`src/rtl/matrix4x4_multiply_unit_macros.svh`:
```
// Assertion macros shared by the 4x4 matrix multiply unit RTL.
// Relies on signals named clock and reset in the module that uses them.
`ifndef MATRIX4X4_MULTIPLY_UNIT_MACROS_SVH
`define MATRIX4X4_MULTIPLY_UNIT_MACROS_SVH
`ifndef SYNTHESIS
// Same-cycle implication checked at every rising clock edge outside reset.
`define MM4_ASSERT_IMPL(label, ante, cons) \
   label: assert property (@(posedge clock) disable iff (reset) (ante) |-> (cons)) \
      else $error("mm4 same-cycle check failed");
// Next-cycle implication checked at every rising clock edge outside reset.
`define MM4_ASSERT_NEXT(label, ante, cons) \
   label: assert property (@(posedge clock) disable iff (reset) (ante) |=> (cons)) \
      else $error("mm4 next-cycle check failed");
`else
`define MM4_ASSERT_IMPL(label, ante, cons)
`define MM4_ASSERT_NEXT(label, ante, cons)
`endif
`endif

```
`src/rtl/mm4_pkg.sv`:
```
// Shared constants and types of the 4x4 matrix multiply unit.
// No dependencies; imported by every module of the block.
`timescale 1ns / 1ps
package mm4_pkg;
   localparam int DIM               = 4;
   localparam int CELLS             = DIM * DIM;
   localparam int IDX_W             = $clog2(CELLS);
   localparam int LADDR_W           = $clog2(DIM);
   localparam int ELEM_W            = 32;
   localparam int PROD_W            = 2 * ELEM_W;
   localparam int PAIR_W            = PROD_W + 1;
   localparam int SUM_W             = PROD_W + 2;
   localparam int FRAC_BITS_DEFAULT = 16;

   // Write control of one lane's two element banks.
   typedef struct packed {
      logic               left_we;
      logic               right_we;
      logic [LADDR_W-1:0] left_addr;
      logic [LADDR_W-1:0] right_addr;
   } mm4_wr_type;

   // Read and pipeline-advance control of one lane.
   typedef struct packed {
      logic               advance;
      logic [LADDR_W-1:0] left_addr;
      logic [LADDR_W-1:0] right_addr;
   } mm4_rd_type;
endpackage

```
`src/rtl/mm4_lane.sv`:
```
// One multiply lane: a left bank and a right bank of four elements each,
// a registered read and a registered signed product. Depends on mm4_pkg.
`timescale 1ns / 1ps
module mm4_lane (
   input  logic                                clock,
   input  logic                                reset,
   input  mm4_pkg::mm4_wr_type                 wr,
   input  logic signed [mm4_pkg::ELEM_W-1:0]   left_data,
   input  logic signed [mm4_pkg::ELEM_W-1:0]   right_data,
   input  mm4_pkg::mm4_rd_type                 rd,
   output logic signed [mm4_pkg::PROD_W-1:0]   product
);
   import mm4_pkg::*;

   logic signed [ELEM_W-1:0] left_mem  [DIM];
   logic signed [ELEM_W-1:0] right_mem [DIM];
   logic [DIM-1:0]           left_vld_ff, left_vld_in;
   logic [DIM-1:0]           right_vld_ff, right_vld_in;
   logic signed [ELEM_W-1:0] left_rd_ff, right_rd_ff;
   logic                     left_rdv_ff, right_rdv_ff;
   logic signed [ELEM_W-1:0] left_op, right_op;
   logic signed [PROD_W-1:0] product_ff, product_in;

   // Bank writes; an entry never written since reset reads as zero.
   always_ff @(posedge clock) begin
      if (wr.left_we) begin
         left_mem[wr.left_addr] <= left_data;
      end
      if (wr.right_we) begin
         right_mem[wr.right_addr] <= right_data;
      end
   end

   always_comb begin
      left_vld_in  = left_vld_ff | ({DIM{wr.left_we}} & (DIM'(1) << wr.left_addr));
      right_vld_in = right_vld_ff | ({DIM{wr.right_we}} & (DIM'(1) << wr.right_addr));
   end

   always_ff @(posedge clock) begin
      if (reset) begin
         left_vld_ff  <= '0;
         right_vld_ff <= '0;
      end else begin
         left_vld_ff  <= left_vld_in;
         right_vld_ff <= right_vld_in;
      end
   end

   // Registered bank reads, held while the pipeline stalls.
   always_ff @(posedge clock) begin
      if (rd.advance) begin
         left_rd_ff   <= left_mem[rd.left_addr];
         right_rd_ff  <= right_mem[rd.right_addr];
         left_rdv_ff  <= left_vld_ff[rd.left_addr];
         right_rdv_ff <= right_vld_ff[rd.right_addr];
      end
   end

   // Signed 32 x 32 product into a 64-bit register.
   always_comb begin
      left_op    = left_rdv_ff ? left_rd_ff : '0;
      right_op   = right_rdv_ff ? right_rd_ff : '0;
      product_in = left_op * right_op;
   end

   always_ff @(posedge clock) begin
      if (rd.advance) begin
         product_ff <= product_in;
      end
   end

   assign product = product_ff;
endmodule

```
`config.mk`:
```
export PLATFORM = sky130hd
export DESIGN_NAME = mm4_lane
export DESIGN_NICKNAME = d
export VERILOG_FILES = /design/src/rtl/matrix4x4_multiply_unit_macros.svh /design/src/rtl/mm4_pkg.sv /design/src/rtl/mm4_lane.sv
export SDC_FILE = /design/constraint.sdc
export NUM_CORES = 2
export LEC_CHECK = 0
export BUFFER_PORTS_ARGS = -buffer_cell sky130_fd_sc_hd__buf_2
export CAP_MARGIN = 20
export CORE_MARGIN = 2
export CORE_UTILIZATION = 45
export DETAILED_ROUTE_END_ITERATION = 10
export SYNTH_ARGS = -nofsm -noshare
export SYNTH_HDL_FRONTEND = slang
export SYNTH_SLANG_ARGS = --single-unit
```
`constraint.sdc`:
```
create_clock -name clock -period 11.95 [get_ports clock]
set_input_delay 1.7925 -clock clock [delete_from_list [all_inputs] [get_ports clock]]
set_output_delay 1.7925 -clock clock [all_outputs]
set_load 0.005 [all_outputs]
```
-- Word-level counts from Yosys, hierarchy flattened
Memory sizes are Yosys's and may differ from the RTL's. A register that Yosys moved wholly into a read port is not among the register bits.
Cells that the tools add are included.
- bits in latches: 0
- output and inout port bits: 64
- ROM bits: 0
- flip-flop bits (word level): 74
- word-level logic and storage cells: 26
- bits in writable memories: 256
- memories kept: 2
- memories (name ; depth ; bits a word ; read ports ; clocked after Yosys merged registers in ; write ports ; line ; RTL):
    left_mem ; 4 ; 32 ; 1 ; 1 ; 1 ; mm4_lane.sv:15 ; logic signed [ELEM_W-1:0] left_mem [DIM];
    right_mem ; 4 ; 32 ; 1 ; 1 ; 1 ; mm4_lane.sv:16 ; logic signed [ELEM_W-1:0] right_mem [DIM];
- order comparisons: 2
- multiplexer cells: 10
- $add $sub $neg: 0
- reductions and logical operators: 0
- shift-type cells: 2
- bitwise logic cells: 4
- multiply operators: 1
- divide/modulo/power cells: 0
- equality and inequality tests: 0
- operators by type and width (kind ; count):
    multiplier 32 x 32 -> 64 bit ; 1
    two-way mux 32 bit ; 2
    AND 4 bit ; 2
    OR 4 bit ; 2
    << shifter 1 x 2 -> 4 bit (first input constant) ; 2
    less-than comparator 2 x 3 -> 1 bit (second input constant) ; 2
    two-way mux 1 bit ; 6
    binary-select mux 1 bit (select 2 bit) ; 2

-- Longest topological paths before layout
- depth in word-level cells: 3
- gate-level depth with buffers: 31
- mapped depth without buffers: 27

-- Worst setup path after synthesis
Ideal clock, no wire load.
- path kind: register to register
- start point: reg left_rdv_ff
- end point: reg product_ff[60] (netlist: product[60]), data pin
- stages on the path, launching flop included: 29
- arrival: 8.286 ns
- buffers on the path: 4
- period minus slack after synthesis: 8.554 ns
- path slack: 3.396 ns
- path through: edfxtp_1 -> clkbuf_1 -> clkbuf_1 -> clkbuf_1 -> nand2_1 -> clkbuf_1 -> nor2_1 -> fa_1 -> fa_1 -> fa_1 -> fa_1 -> inv_1 -> fa_1 -> inv_1 -> fa_1 -> inv_1 -> fa_1 -> fa_1 -> inv_1 -> ha_1 -> a21o_1 -> a21o_1 -> a21oi_1 -> nor2b_1 -> o21a_1 -> o21a_1 -> o21ai_0 -> o311ai_2 -> xor2_1
- longest elaborated chain between the ends: 2
- RTL lines (item ; line ; RTL):
    start: declaration ; mm4_lane.sv:20 ; logic left_rdv_ff, right_rdv_ff;
    start signal: assignment ; mm4_lane.sv:54 ; left_rdv_ff <= left_vld_ff[rd.left_addr];
    two-way mux 32 bit ; mm4_lane.sv:61 ; left_op = left_rdv_ff ? left_rd_ff : '0;
    multiplier 32 x 32 -> 64 bit ; mm4_lane.sv:63 ; product_in = left_op * right_op;
    named net product_in[60] ; mm4_lane.sv:22 ; logic signed [PROD_W-1:0] product_ff, product_in;
    end signal: assignment ; mm4_lane.sv:68 ; product_ff <= product_in;
    end: declaration ; mm4_lane.sv:22 ;
The timed path passes the listed nets, and every way through them passes these cells.
A chain may end at the register's enable or synchronous reset.

-- Worst setup path after layout
- start point: reg right_rdv_ff
- end point: reg product_ff[63] (netlist: product[63]), data pin
- longest elaborated chain between the ends: 2
- RTL lines (item ; line ; RTL):
    start: declaration ; mm4_lane.sv:20 ;
    start signal: assignment ; mm4_lane.sv:55 ; right_rdv_ff <= right_vld_ff[rd.right_addr];
    two-way mux 32 bit ; mm4_lane.sv:62 ; right_op = right_rdv_ff ? right_rd_ff : '0;
    multiplier 32 x 32 -> 64 bit ; mm4_lane.sv:63 ;
    named net product_in[63] ; mm4_lane.sv:22 ;
The timed path passes the listed nets, and every way through them passes these cells.

==> results.md <==
- WHS: 467 ps
- Most common cell after layout, fill and taps aside: fa_1
- Slew @ Worst Pin: between 1000 and 1500 ps
- Die ar.: approximately 0.11 mm²
- Number of max-cap violations: 0
- CTS buffer count: 44
- # fillers: around 9.8k
- Worst slack, placed: ~2500 ps
- Clock slew at reported path FFs: 60 ps
- Fmax: about 100 MHz
- Pwr/cell area: approximately 150 mW/mm²
- Post-synth EDFFs: between 300 and 400
- CTS Root Cell: clkbuf_16
- Reg2Reg Setup Slack: ~2300 ps
- Yosys top cell area share: between 40% and 50%
- Hold/Removal Path Class: flop to flop
- Worst vdd ir: around 170 µV
- Post-Synthesis Cells: roughly 4.5k
- GR Util All Layers: 25.0%
- Post-route cell area: approximately 0.053 mm²
- Post-CTS Setup Bufs: 0
- Drt via density: 5.33
- Ys async rst share: 0%
- Core box area: roughly 0.11 mm²
- Leakage: 23.9 nW
- DR vias: around 32k
- Most area-hungry cell type in the Yosys netlist: fa_1
- Detailed Place HPWL: 107 mm
- Netlist cell types: 76
- Area after DPL: about 0.051 mm²
- Sequential share of the synthesized area: between 20 and 25%
- Layout area overhead: 7.54%
- Num ports: between 100 and 150
- Die width: approximately 330 µm
- Die height: ~330 µm
- Final hold vios: 0
- WS Path Type: flop to flop
- Setup slack after layout: between 2000 and 2500 ps
- Iter 0 DRT Violations: 2,578
- Hold bufs inserted after CTS: 0
- DRC: 0
- Port buffer count: 140
- Required @ worst endpoint: 12,270 ps
- CTS tree: built
- Setup violators final: 0
- Fin. max-slew vios: 0
- RD Place Congestion: 0.961
- Final period util: 80.7%
- Post-cts repair resize count: 0
- Nets: roughly 5.9k
- Syn_area_per_cell: 10.9 µm²
- Critical path fanouts, max: 73
- Initial antenna violation count: 11
- Register area: around 0.012 mm²
- RSZ-0062 raised after global routing: false
- #FFs+latches synth: slightly below 400
- Post-route ant nets: 0
- Yosys Warn Count: 0
- Initial Utilization: a little under half
- Fin crit period: between 9000 and 10,000 ps
- Nature of the critical path endpoint: flop
- Most frequent cells in the layout: fa_1, inv_1, nor2_1
- Post-synth net total: a little under 6k
- Fin util: between 40% and 50%
- Worst-skew pair later-pin latency: 660 ps
- Synth area leaders: fa_1, edfxtp_1, inv_1
- Number of global-route vias before repair: about 34k
- Routed len/inst: 22.6 µm
- Detailed Route WL: ~130 mm
- Layout cell share with drive strength beyond 1: under 10%
- Status: completed
- Sinks on Clock Net: between 300 and 400
- Most used DFF post-synth: edfxtp_1
- TNS Setup: 0 ps
- Clock Skews: 75.7 ps
- Critical Path Start Type: flop
- Post-synthesis cell area: about 0.05 mm²
- First-pass detailed-route iteration total: 6
- First-pass GRT wire length: roughly 210 mm
- Remaining Overflow, GRT: 0
- Largest net degree at the start of global routing: 74
- Multi-input gate area in the final layout: between 0.03 and 0.04 mm²
- H-tree depth: 2
- CTS max path bufs: 3
- Standard-cell row count: 120
- CP arrival: ~10000 ps
- Relative slew slack: between 20% and 30%
[layout make-up]
| cell class | count | area share [%] |
|---|---|---|
| multi-input cells | 2902 | 62.2 |
| flip-flops and latches | 394 | 22.3 |
| inverters | 954 | 6.81 |
| well taps | 1403 | 3.34 |
| repair buffers | 221 | 2.65 |
| clock buffers | 54 | 2.16 |
| clock inverters | 25 | 0.466 |
| diodes | 5 | 0.0238 |
[stage by stage]
stage | total power [mW] | cells
after detailed placement | 6.44 | 5871
after global routing | 8.39 | 5955
after global placement | 6.39 | 5870
after floorplan | 5.19 | 4484
after CTS | 7.79 | 5950
final | 7.71 | 5958
[cell families after synthesis]
group                    Yosys count  synth area share (%)
AND/OR/NAND/NOR                 1312                  10.8
adder cells (fa/ha/maj)         1266                  49.0
buffers and inverters           1188                  9.14
flip-flops                       394                  24.0
AO/OA/AOI/OAI                    187                  2.74
XOR/XNOR                          71                  1.27
multiplexers                      66                  3.04
[cell usage after synthesis, types with 3 or more instances]
cell type / number
buf_1: 19
nor2b_1: 11
and2_0: 4
and2_1: 53
nor3_1: 13
inv_1: 953
a21oi_2: 5
buf_2: 3
dfxtp_1: 8
a21oi_1: 45
ha_1: 184
nand2b_1: 6
nand3_1: 30
a21o_1: 33
a211oi_1: 5
nor2_1: 585
o21bai_1: 5
o21a_1: 10
nand2_1: 575
fa_1: 1082
edfxtp_1: 386
o21ai_0: 26
a21boi_0: 4
nor4_1: 3
o21ai_1: 3
o211ai_1: 6
and3_1: 8
mux4_2: 66
xor2_1: 21
clkbuf_1: 210
a31oi_1: 7
nand4_1: 12
xnor2_1: 50
[sequential cells by signal, indices dropped and copies added (netlist names)]
signal	flops
left_mem	128
left_rdv_ff	1
right_rd_ff	32
left_vld_ff	4
product	64
right_rdv_ff	1
right_vld_ff	4
left_rd_ff	32
right_mem	128
[layer usage]
| metal | up-vias | global-route usage (%) | wire (µm) |
|---|---|---|---|
| met3 | 221 | 6.80 | 13400 |
| met5 | - | 0 | 81 |
| li1 | 13552 | - | - |
| met2 | 1312 | 39.4 | 61800 |
| met1 | 16651 | 34.0 | 55400 |
| met4 | 14 | 7.36 | 4130 |
[final timing paths]
path / startpoint / end / depth (start not counted)
setup / recovery: right_rdv_ff / product[63] / 24
hold reg to reg: right_vld_ff[2] / right_vld_ff[2] / 2
hold / removal: right_vld_ff[2] / right_vld_ff[2] / 2
setup reg to reg: right_rdv_ff / product[63] / 24
[report_power, final]
part | switching (mW) | leakage (nW) | internal [mW]
Combinational | 2.73 | 19.6 | 1.79
Sequential | 0.0469 | 3.70 | 1.84
Clock | 0.581 | 0.669 | 0.732
Total | 3.35 | 23.9 | 4.35
[critical path, cell delays in order, from the launching register on]
cell and delay, ps:
edfxtp_1 330, buf_4 530, nand2_1 600, nor2_1 380, fa_1 460, inv_1 250, fa_1 460, inv_1 230
fa_1 500, fa_1 930, inv_1 450, fa_1 600, inv_1 60, fa_1 530, inv_1 50, fa_1 470
inv_1 50, fa_1 450, ha_1 460, and3_1 280, nand4_1 200, nor4_1 400, a21boi_1 320, o32ai_1 150
xnor2_1 140
Power figures use the tool's default switching activity.
