`config.mk`:
```
export PLATFORM = sky130hd
export DESIGN_NAME = mm4_merge
export DESIGN_NICKNAME = d
export VERILOG_FILES = /design/src/rtl/matrix4x4_multiply_unit_macros.svh /design/src/rtl/mm4_pkg.sv /design/src/rtl/mm4_merge.sv
export SDC_FILE = /design/constraint.sdc
export NUM_CORES = 1
export LEC_CHECK = 0
export BUFFER_PORTS_ARGS = -buffer_cell sky130_fd_sc_hd__buf_2
export CORE_MARGIN = 2
export CORE_UTILIZATION = 53
export CTS_BUF_LIST = sky130_fd_sc_hd__clkbuf_8
export CTS_CLUSTER_SIZE = 20
export DETAILED_ROUTE_END_ITERATION = 8
export PLACE_DENSITY = 0.79
export SLEW_MARGIN = 20
export SYNTH_ARGS = -nofsm -noshare
export SYNTH_HDL_FRONTEND = slang
export SYNTH_SLANG_ARGS = --single-unit
```
`constraint.sdc`:
```
create_clock -name clock -period 3.8 [get_ports clock]
set_clock_uncertainty 0.1 [all_clocks]
set_input_delay 0.76 -clock clock [delete_from_list [all_inputs] [get_ports clock]]
set_output_delay 0.76 -clock clock [all_outputs]
set_load 0.05 [all_outputs]
```
`src/rtl/matrix4x4_multiply_unit_macros.svh`:
```
// Assertion macros shared by the 4x4 matrix multiply unit RTL.
// Relies on signals named clock and reset in the module that uses them.
`ifndef MATRIX4X4_MULTIPLY_UNIT_MACROS_SVH
`define MATRIX4X4_MULTIPLY_UNIT_MACROS_SVH
`ifndef SYNTHESIS
// Same-cycle implication checked at every rising clock edge outside reset.
`define MM4_ASSERT_IMPL(label, ante, cons) \
   label: assert property (@(posedge clock) disable iff (reset) (ante) |-> (cons)) \
      else $error("mm4 same-cycle check failed");
// Next-cycle implication checked at every rising clock edge outside reset.
`define MM4_ASSERT_NEXT(label, ante, cons) \
   label: assert property (@(posedge clock) disable iff (reset) (ante) |=> (cons)) \
      else $error("mm4 next-cycle check failed");
`else
`define MM4_ASSERT_IMPL(label, ante, cons)
`define MM4_ASSERT_NEXT(label, ante, cons)
`endif
`endif

```
`src/rtl/mm4_pkg.sv`:
```
// Shared constants and types of the 4x4 matrix multiply unit.
// No dependencies; imported by every module of the block.
`timescale 1ns / 1ps
package mm4_pkg;
   localparam int DIM               = 4;
   localparam int CELLS             = DIM * DIM;
   localparam int IDX_W             = $clog2(CELLS);
   localparam int LADDR_W           = $clog2(DIM);
   localparam int ELEM_W            = 32;
   localparam int PROD_W            = 2 * ELEM_W;
   localparam int PAIR_W            = PROD_W + 1;
   localparam int SUM_W             = PROD_W + 2;
   localparam int FRAC_BITS_DEFAULT = 16;

   // Write control of one lane's two element banks.
   typedef struct packed {
      logic               left_we;
      logic               right_we;
      logic [LADDR_W-1:0] left_addr;
      logic [LADDR_W-1:0] right_addr;
   } mm4_wr_type;

   // Read and pipeline-advance control of one lane.
   typedef struct packed {
      logic               advance;
      logic [LADDR_W-1:0] left_addr;
      logic [LADDR_W-1:0] right_addr;
   } mm4_rd_type;
endpackage

```
`src/rtl/mm4_merge.sv`:
```
// Merging stage: registered adder tree over the four lane products, then
// floor shift by the fraction width and saturation to 32 bits. Uses mm4_pkg.
`timescale 1ns / 1ps
module mm4_merge #(
   parameter int unsigned FRAC_BITS = mm4_pkg::FRAC_BITS_DEFAULT
) (
   input  logic                               clock,
   input  logic                               advance,
   input  logic signed [mm4_pkg::PROD_W-1:0]  products [mm4_pkg::DIM],
   output logic signed [mm4_pkg::ELEM_W-1:0]  result
);
   import mm4_pkg::*;

   logic signed [PAIR_W-1:0] pair_ff [2];
   logic signed [PAIR_W-1:0] pair_in [2];
   logic signed [SUM_W-1:0]  sum_ff, sum_in;
   logic signed [SUM_W-1:0]  shifted;
   logic [SUM_W-ELEM_W:0]    upper;

   // First level: two pairwise sums; second level: their total.
   always_comb begin
      pair_in[0] = PAIR_W'(products[0]) + PAIR_W'(products[1]);
      pair_in[1] = PAIR_W'(products[2]) + PAIR_W'(products[3]);
      sum_in     = SUM_W'(pair_ff[0]) + SUM_W'(pair_ff[1]);
   end

   always_ff @(posedge clock) begin
      if (advance) begin
         pair_ff <= pair_in;
         sum_ff  <= sum_in;
      end
   end

   // Floor shift, then clamp when the upper bits are not a sign extension.
   always_comb begin
      shifted = sum_ff >>> FRAC_BITS;
      upper   = shifted[SUM_W-1:ELEM_W-1];
      if ((&upper) || !(|upper)) begin
         result = shifted[ELEM_W-1:0];
      end else if (shifted[SUM_W-1]) begin
         result = {1'b1, {(ELEM_W-1){1'b0}}};
      end else begin
         result = {1'b0, {(ELEM_W-1){1'b1}}};
      end
   end
endmodule

```
Yosys cells after proc, flatten, opt, wreduce, memory -nomap -nowiden
Cells that the tools add are included.

Logic and storage cells: 12. Register bits after elaboration: 196. Input bits: 258.

Multiplexer cells: 2. Add/sub/neg operators: 3. Reduce and logical (&&, ||, !) cells: 4.

Operator list (number): 64-bit by 64-bit adder with 65-bit output (2); 65-bit by 65-bit adder with 66-bit output (1); 32-bit two-way mux (2); 19-bit AND reduction (1); 19-bit OR reduction (1); 1-bit zero test (1); 1-bit logical OR (1).

Longest topological paths before layout
Gate-level depths: netlist of the first run.

Depth after elaboration: 4. Gate-level depth with buffers: 12.

Worst setup path before layout of the first run
No wires, ideal clock.

Path kind: in2reg. Start point: input port products[128] in the netlist's numbering. End point: register pair_ff[127] in the netlist's numbering, data pin. Data arrival time: 3.311 ns. Buffers on the path: 0. Path slack: 0.113 ns. Cell stages on the path: 12. Setup time: 0.276 ns. Path through: ha_1 > fa_1 > a211oi_1 > o211ai_2 > a41oi_2 > o31ai_4 > nand4_1 > a31oi_1 > or2_1 > a2111oi_2 > or2_4 > o311ai_2.

RTL lines: from (decl) (line mm4_merge.sv:9) `input logic signed [mm4_pkg::PROD_W-1:0] products [mm4_pkg::DIM],`; to (signal assigned) (line mm4_merge.sv:29) `pair_ff <= pair_in;`; to (decl) (line mm4_merge.sv:14) `logic signed [PAIR_W-1:0] pair_ff [2];`.

==> key figures, run 1 <==
Status
  • Outcome: finished clean

Synth
  • Distinct cell type count of the synthesized netlist: 86
  • Synth area leaders: edfxtp_1, ha_1, a21o_1
  • FF+latch count, synth: 180
  • Top_reg_cell synth: edfxtp_1
  • Yosys warning total: 0
  • Gate count of the mapped netlist: 1729
  • Post-synth ARST share: 0%
  • Top cell types by occurrence after synthesis: a21oi_1, ha_1, edfxtp_1
  • Syn Area/Cell: 9.44 um2
  • Post-synth top area share: 33.1%
  • Post-synthesis sequential area ratio: 33.1%
  • EDFF count, synth: 180
  • Cell taking the most area after synthesis: edfxtp_1
  • Syn_nets: 2181
  • Most numerous cell in the Yosys netlist: a21oi_1
  • Syn Std Cell Area: 16300 um2

Timing
  • Tightest Pin Transition: 0.729 ns
  • Final worst-path cycle share: 94.6%
  • Shortest period the worst path allows: 3.60 ns
  • Post-route setup slack: 0.205 ns
  • Setup Viol. Count Final: 0
  • Normalized max-slew margin: 51.4%
  • Final hold viol count: 0
  • Unrepaired setup endpoints after global routing: no
  • Slew Limit Fails: 0
  • Peak Freq: 278 MHz

Critical path
  • Worst R2R Path Depth: 11
  • Worst reg2reg setup slack: 0.28 ns
  • CP top delay family: compound AO/OA/AOI/OAI gates
  • Worst-path fanout max: 4
  • Crit. End Element: flop
  • Data required time of the critical path: 3.91 ns
  • Startpoint class of the critical path: input port
  • Worst path depth: 12
  • CP bufs+invs: 1
  • Worst r2r dst: sum_ff[47]$_DFFE_PP_
  • Worst setup path startpoint: products[6]
  • Worst path cell trace: buf_2 > ha_1 > nand2_1 > o21ai_0 > o211ai_1 > nor4_2 > o2111ai_1 > a21boi_0 > o41ai_1 > a21o_1 > a21boi_0 > xnor2_1
  • Worst Path Arrival: 3.71 ns
  • Critical path's slowest cell: o41ai_1
  • Worst Setup Path Type: in2reg
  • Reg2reg start: pair_ff[83]$_DFFE_PP_
  • Largest stage delay, worst path: 0.67 ns
  • Most common cell on crit path: a21boi_0

Power and ir drop
  • VDD IR max: 0.259 mV
  • Leakage: 0.00864 uW
  • Clock network fraction of design power: 15.2%
  • Sequential share of power: 37.2%
  • Comb pwr share: 47.6%
  • Switching power: 3350 uW
  • Switching share of power: 40.3%
  • Cell area power density: 436 nW/um2
  • Internal power: 4960 uW

Clock network
  • Clock Latency Late Sink: 0.47 ns
  • CTS H-tree lvls: 4
  • Post-cts sizing count: 0
  • CTS clock-pin slew for the worst setup and hold paths: 0.11 ns
  • Setup Buffers After CTS: 0
  • CTS tree: built
  • Cts bufs inserted: 17
  • Maximum clock insertion buffer count: 2
  • CTS hold repair buffers: 0
  • Root Driver: clkbuf_8
  • Clk sinks: 180

GRT
  • GRT Total Usage: 27.4%
  • Antenna violations before repair: 0
  • Largest net degree at the start of global routing: 74
  • Global-route wire length before repair: 72.2 mm
  • Vias in the first global route: 13800
  • Remaining Overflow, GRT: 0

Cells and area
  • Final net count: 2520
  • Post-Layout Cell Count: 2477
  • P&R area growth vs syn: 16.7%
  • Layout cells sized above 1: 22.6%
  • Antenna cells: 0

Routing
  • Drt first pass iters: 5
  • ANT nets after route: 0
  • WL/cell: 18.3 um
  • Via density: 5.95
  • Initial DRC count: 1166
  • DRC viols: 0
  • Vias: 14700
  • Drt total wl: 45.4 mm

Floorplanning
  • Core ar.: 30400 um2
  • Die H: 180 um
  • Starting Density: 53.7%
  • DIE WIDTH: 180 um
  • Site Rows: 64
  • Die area: 32200 um2
  • IO Count: 290

Placed design
  • IO buf count: 289
  • DP HPWL: 38.1 mm
  • RD Place Congestion: 0.977
  • Worst slack at placement: -0.349 ns
  • Placed Cells incl. Taps: 2445

Min path
  • Min-Delay Path Class: in2reg
  • Hold Crit Depth: 2
  • Hold Crit Endpoint: pair_ff[0]$_DFFE_PP_
  • Hold Startpoint: products[64]

Flow run
  • Total of max-cap violations: 0
[routing by layer]
| layer | wire [um] | up-vias | GRT usage (%) |
|---|---|---|---|
| li1 | - | 7253 | - |
| met1 | 22900 | 6913 | 43.6 |
| met2 | 19100 | 538 | 40.9 |
| met3 | 2870 | 36 | 2.39 |
| met4 | 511 | 0 | 4.68 |
| met5 | 0 | - | 0 |
[power by group through the flow]
stage / sequential (uW) / clock [uW] / combinational (uW)
after floorplan: 2990 / 0 / 2840
after global placement: 3110 / 0 / 3820
after detailed placement: 3130 / 0 / 3880
after CTS: 3080 / 1280 / 3900
after global routing: 3130 / 1340 / 4340
final: 3090 / 1270 / 3960
[flip-flops by register name (all words and copies together), names as in the netlist]
signal	cells
pair_ff	130
sum_ff	50
[stage by stage]
step	hold slack (ns)	utilization, %	TNS, ns	total power, uW	instance area, um2
after global placement	0.600	61.4	-1.28	6930	18700
after floorplan	0.556	-	0	5820	16300
after global routing	0.471	62.6	0	8810	19000
final	0.489	62.6	0	8310	19000
after detailed placement	0.604	61.4	-2.44	7000	18700
after CTS	0.468	62.6	0	8260	19000
[logic make-up after synthesis]
family                   synth area share (%)
AO/OA/AOI/OAI                            26.4
multiplexers                            0.123
XOR/XNOR                                 8.64
flip-flops                               33.1
adder cells (fa/ha/maj)                  15.0
buffers and inverters                    3.33
AND/OR/NAND/NOR                          13.5
[worst max-delay path by stage]
stage / endpoint
CTS: pair_ff[127]$_DFFE_PP_
finish: pair_ff[49]$_DFFE_PP_
global route: result[5]
global placement: pair_ff[127]$_DFFE_PP_
detailed placement: pair_ff[127]$_DFFE_PP_
floorplan: pair_ff[127]$_DFFE_PP_
[cells in the final DEF (no fill, tap or decap), types with 5 or more instances in the layout]
| cell | instances |
|---|---|
| and4_1 | 8 |
| o31ai_1 | 8 |
| nor4_1 | 12 |
| nor2b_1 | 21 |
| a21o_1 | 152 |
| or3_1 | 7 |
| clkbuf_8 | 17 |
| nor3_1 | 23 |
| and2_1 | 9 |
| edfxtp_1 | 180 |
| nand2b_1 | 14 |
| nand3_1 | 31 |
| nor2_1 | 106 |
| o21a_1 | 12 |
| nand4_1 | 55 |
| xnor2_1 | 99 |
| xor2_1 | 62 |
| buf_4 | 96 |
| buf_2 | 288 |
| ha_1 | 192 |
| nand2_1 | 127 |
| a21oi_1 | 204 |
| o31a_1 | 5 |
| o21ai_0 | 75 |
| a221oi_2 | 5 |
| a221o_1 | 5 |
| a31oi_1 | 17 |
| o21bai_1 | 37 |
| o211ai_1 | 15 |
| a211oi_1 | 16 |
| inv_1 | 46 |
| inv_8 | 5 |
| o21ai_1 | 10 |
| and3_1 | 9 |
[area by class of cell]
class / instances / area (um2)
Sequential cell: 180 / 5410
Clock inverter: 15 / 134
Tap cell: 396 / 495
Timing Repair Buffer: 387 / 2210
Inverter: 46 / 173
Multi-Input combinational cell: 1436 / 10400
Fill cell: 2635 / 11400
Clock buffer: 17 / 234
Power figures use the tool's default switching activity.
==> run 2: changes to the inputs <==
Settings changed: CORE_UTILIZATION 53 to 64, PLACE_DENSITY 0.79 to 0.9.
Clock period 3.8 ns to 4.6 ns, I/O delays scaled along.
==> run 2 against run 1 <==
Effect of this change:
- critical path depth grew 1
- register-to-register slack gained 0.85 ns
- clock power shrank 17%
- routed wire length shrank 1.3%
- clock-buffer cell count is the same
- non-clock buffer count shrank 95
- flip-flop and latch count is the same
- combinational power shrank 20%
- highest routed layer unchanged
- sequential share of layout area grew 1.2 points
- core utilization grew 10 points
- design area shrank 4.2%
- largest cell class unchanged
- die area shrank 17%
==> key figures, run 2 (synthesis results as in run 1) <==
Cells and area
  • Biggest register: pair_ff
  • Fin area: 18200 um2
  • Layout cells sized above 1: 18.6%
  • Final net count: 2425
  • Regs by FF count: pair_ff (130), sum_ff (50)
  • Filler cells: 1987
  • P&R area growth vs syn: 11.7%
  • Max reg flops: 130
  • Most frequent cells in the layout: buf_2, a21oi_1, ha_1
  • Commonest non-fill, non-tap cell in the layout: buf_2
  • Post-Layout Cell Count: 2317

Timing
  • Normalized max-slew margin: 28.4%
  • Peak Freq: 250 MHz
  • Setup Viol. Count Final: 0
  • Final worst-path cycle share: 87.1%
  • Setup TNS: 0 ns
  • Shortest period the worst path allows: 4.01 ns
  • Unrepaired setup endpoints after global routing: no
  • Slew Limit Fails: 0
  • Tightest Pin Transition: 1.07 ns
  • Final hold viol count: 0

GRT
  • Antenna violations before repair: 2
  • GRT Total Usage: 33.1%
  • Global-route wire length before repair: 69.3 mm
  • Remaining Overflow, GRT: 0
  • Vias in the first global route: 13400
  • Largest net degree at the start of global routing: 73

Floorplanning
  • IO Count: 290
  • Die area: 26800 um2
  • Die H: 164 um
  • Site Rows: 58
  • Starting Density: 65.0%
  • Core ar.: 25100 um2
  • DIE WIDTH: 164 um

Routing
  • DRC viols: 0
  • WL/cell: 19.3 um
  • Via density: 6.34
  • Initial DRC count: 1217
  • Drt first pass iters: 6
  • Drt total wl: 44.8 mm
  • ANT nets after route: 0
  • Vias: 14700

Min path
  • Min-Delay Path Class: in2reg
  • Hold Crit Depth: 2

Clock network
  • CTS tree: built
  • Setup Buffers After CTS: 0
  • Clock Latency Late Sink: 0.47 ns
  • Post-cts sizing count: 0
  • CTS clock-pin slew for the worst setup and hold paths: 0.10 ns
  • Root Driver: clkbuf_8
  • Cts bufs inserted: 17
  • CTS hold repair buffers: 0
  • Maximum clock insertion buffer count: 2
  • CTS H-tree lvls: 4
  • Clk sinks: 180

Critical path
  • Startpoint class of the critical path: input port
  • Worst Setup Path Type: in2reg
  • Worst Path Arrival: 4.12 ns
  • Data required time of the critical path: 4.71 ns
  • Worst-path fanout max: 3
  • Worst R2R Path Depth: 11
  • Crit. End Element: flop

Power and ir drop
  • VDD IR max: 0.315 mV
  • Leakage: 0.00817 uW
  • Cell area power density: 372 nW/um2
  • Final Total Pwr: 6790 uW

Placed design
  • Dpl cell area: 17900 um2
  • DP HPWL: 37.1 mm
  • RD Place Congestion: 0.986
  • Placed Cells incl. Taps: 2284
  • IO buf count: 289

Status
  • Outcome: finished clean

Flow run
  • Total of max-cap violations: 0
[run 2: cell types whose count changed in the layout (fill, tap and decap cells not counted), sizes merged]
cell | before | now
buf | 387 | 292
bufinv | 0 | 2
clkinv | 5 | 4
clkinvlp | 1 | 3
diode | 0 | 3
inv | 55 | 50
[run 2: final timing paths]
check	from	to	slack [ns]
worst max-delay path	products[128]	pair_ff[127]$_DFFE_PP_	0.59
worst min-delay path	products[64]	pair_ff[0]$_DFFE_PP_	0.63
worst max register to register	pair_ff[85]$_DFFE_PP_	sum_ff[61]$_DFFE_PP_	1.13
worst min register to register	pair_ff[53]$_DFFE_PP_	sum_ff[53]$_DFFE_PP_	0.64
[run 2: critical path, cell delays in order]
cell and delay, ns:
buf_2 0.10, ha_1 0.23, fa_1 0.43, a211oi_1 0.42
o211ai_2 0.17, a41oi_2 0.41, o31ai_4 0.14, nand4_1 0.13
a31oi_1 0.17, or2_1 0.28, a2111oi_2 0.43, or2_4 0.20
o311ai_2 0.10
[run 2: final cells by class]
cell class / count / area, um2 / area share (%)
sequential: 180 / 5410 / 29.6
inverter: 46 / 173 / 0.946
timing repair buffer: 292 / 1490 / 8.15
tap: 330 / 413 / 2.26
antenna: 3 / 7.51 / 0.0411
clock inverter: 13 / 136 / 0.747
clock buffer: 17 / 234 / 1.28
multi-input combinational: 1436 / 10400 / 56.9
[run 2: through the flow]
step / utilization [%] / worst slack [ns] / hold WS [ns]
global placement: 71.2 / 0.204 / 0.627
floorplan: - / 0.753 / 0.556
detailed placement: 71.2 / 0.111 / 0.629
CTS: 72.6 / 0.596 / 0.617
global route: 72.7 / 0.469 / 0.632
finish: 72.7 / 0.595 / 0.634
[run 2: per-layer routing]
layer	global-route usage, %	routed length (um)	vias up
met1	49.0	20200	6861
met4	9.05	926	0
met2	50.2	19400	676
li1	-	-	7070
met5	0	0	-
met3	5.63	4210	74
[run 2: power breakdown]
| part | internal (uW) | leakage [uW] | switching [uW] |
|---|---|---|---|
| Combinational | 1250 | 0.00623 | 1910 |
| Sequential | 2350 | 0.00176 | 206 |
| Clock | 477 | 0.000183 | 588 |
| Total | 4080 | 0.00817 | 2710 |
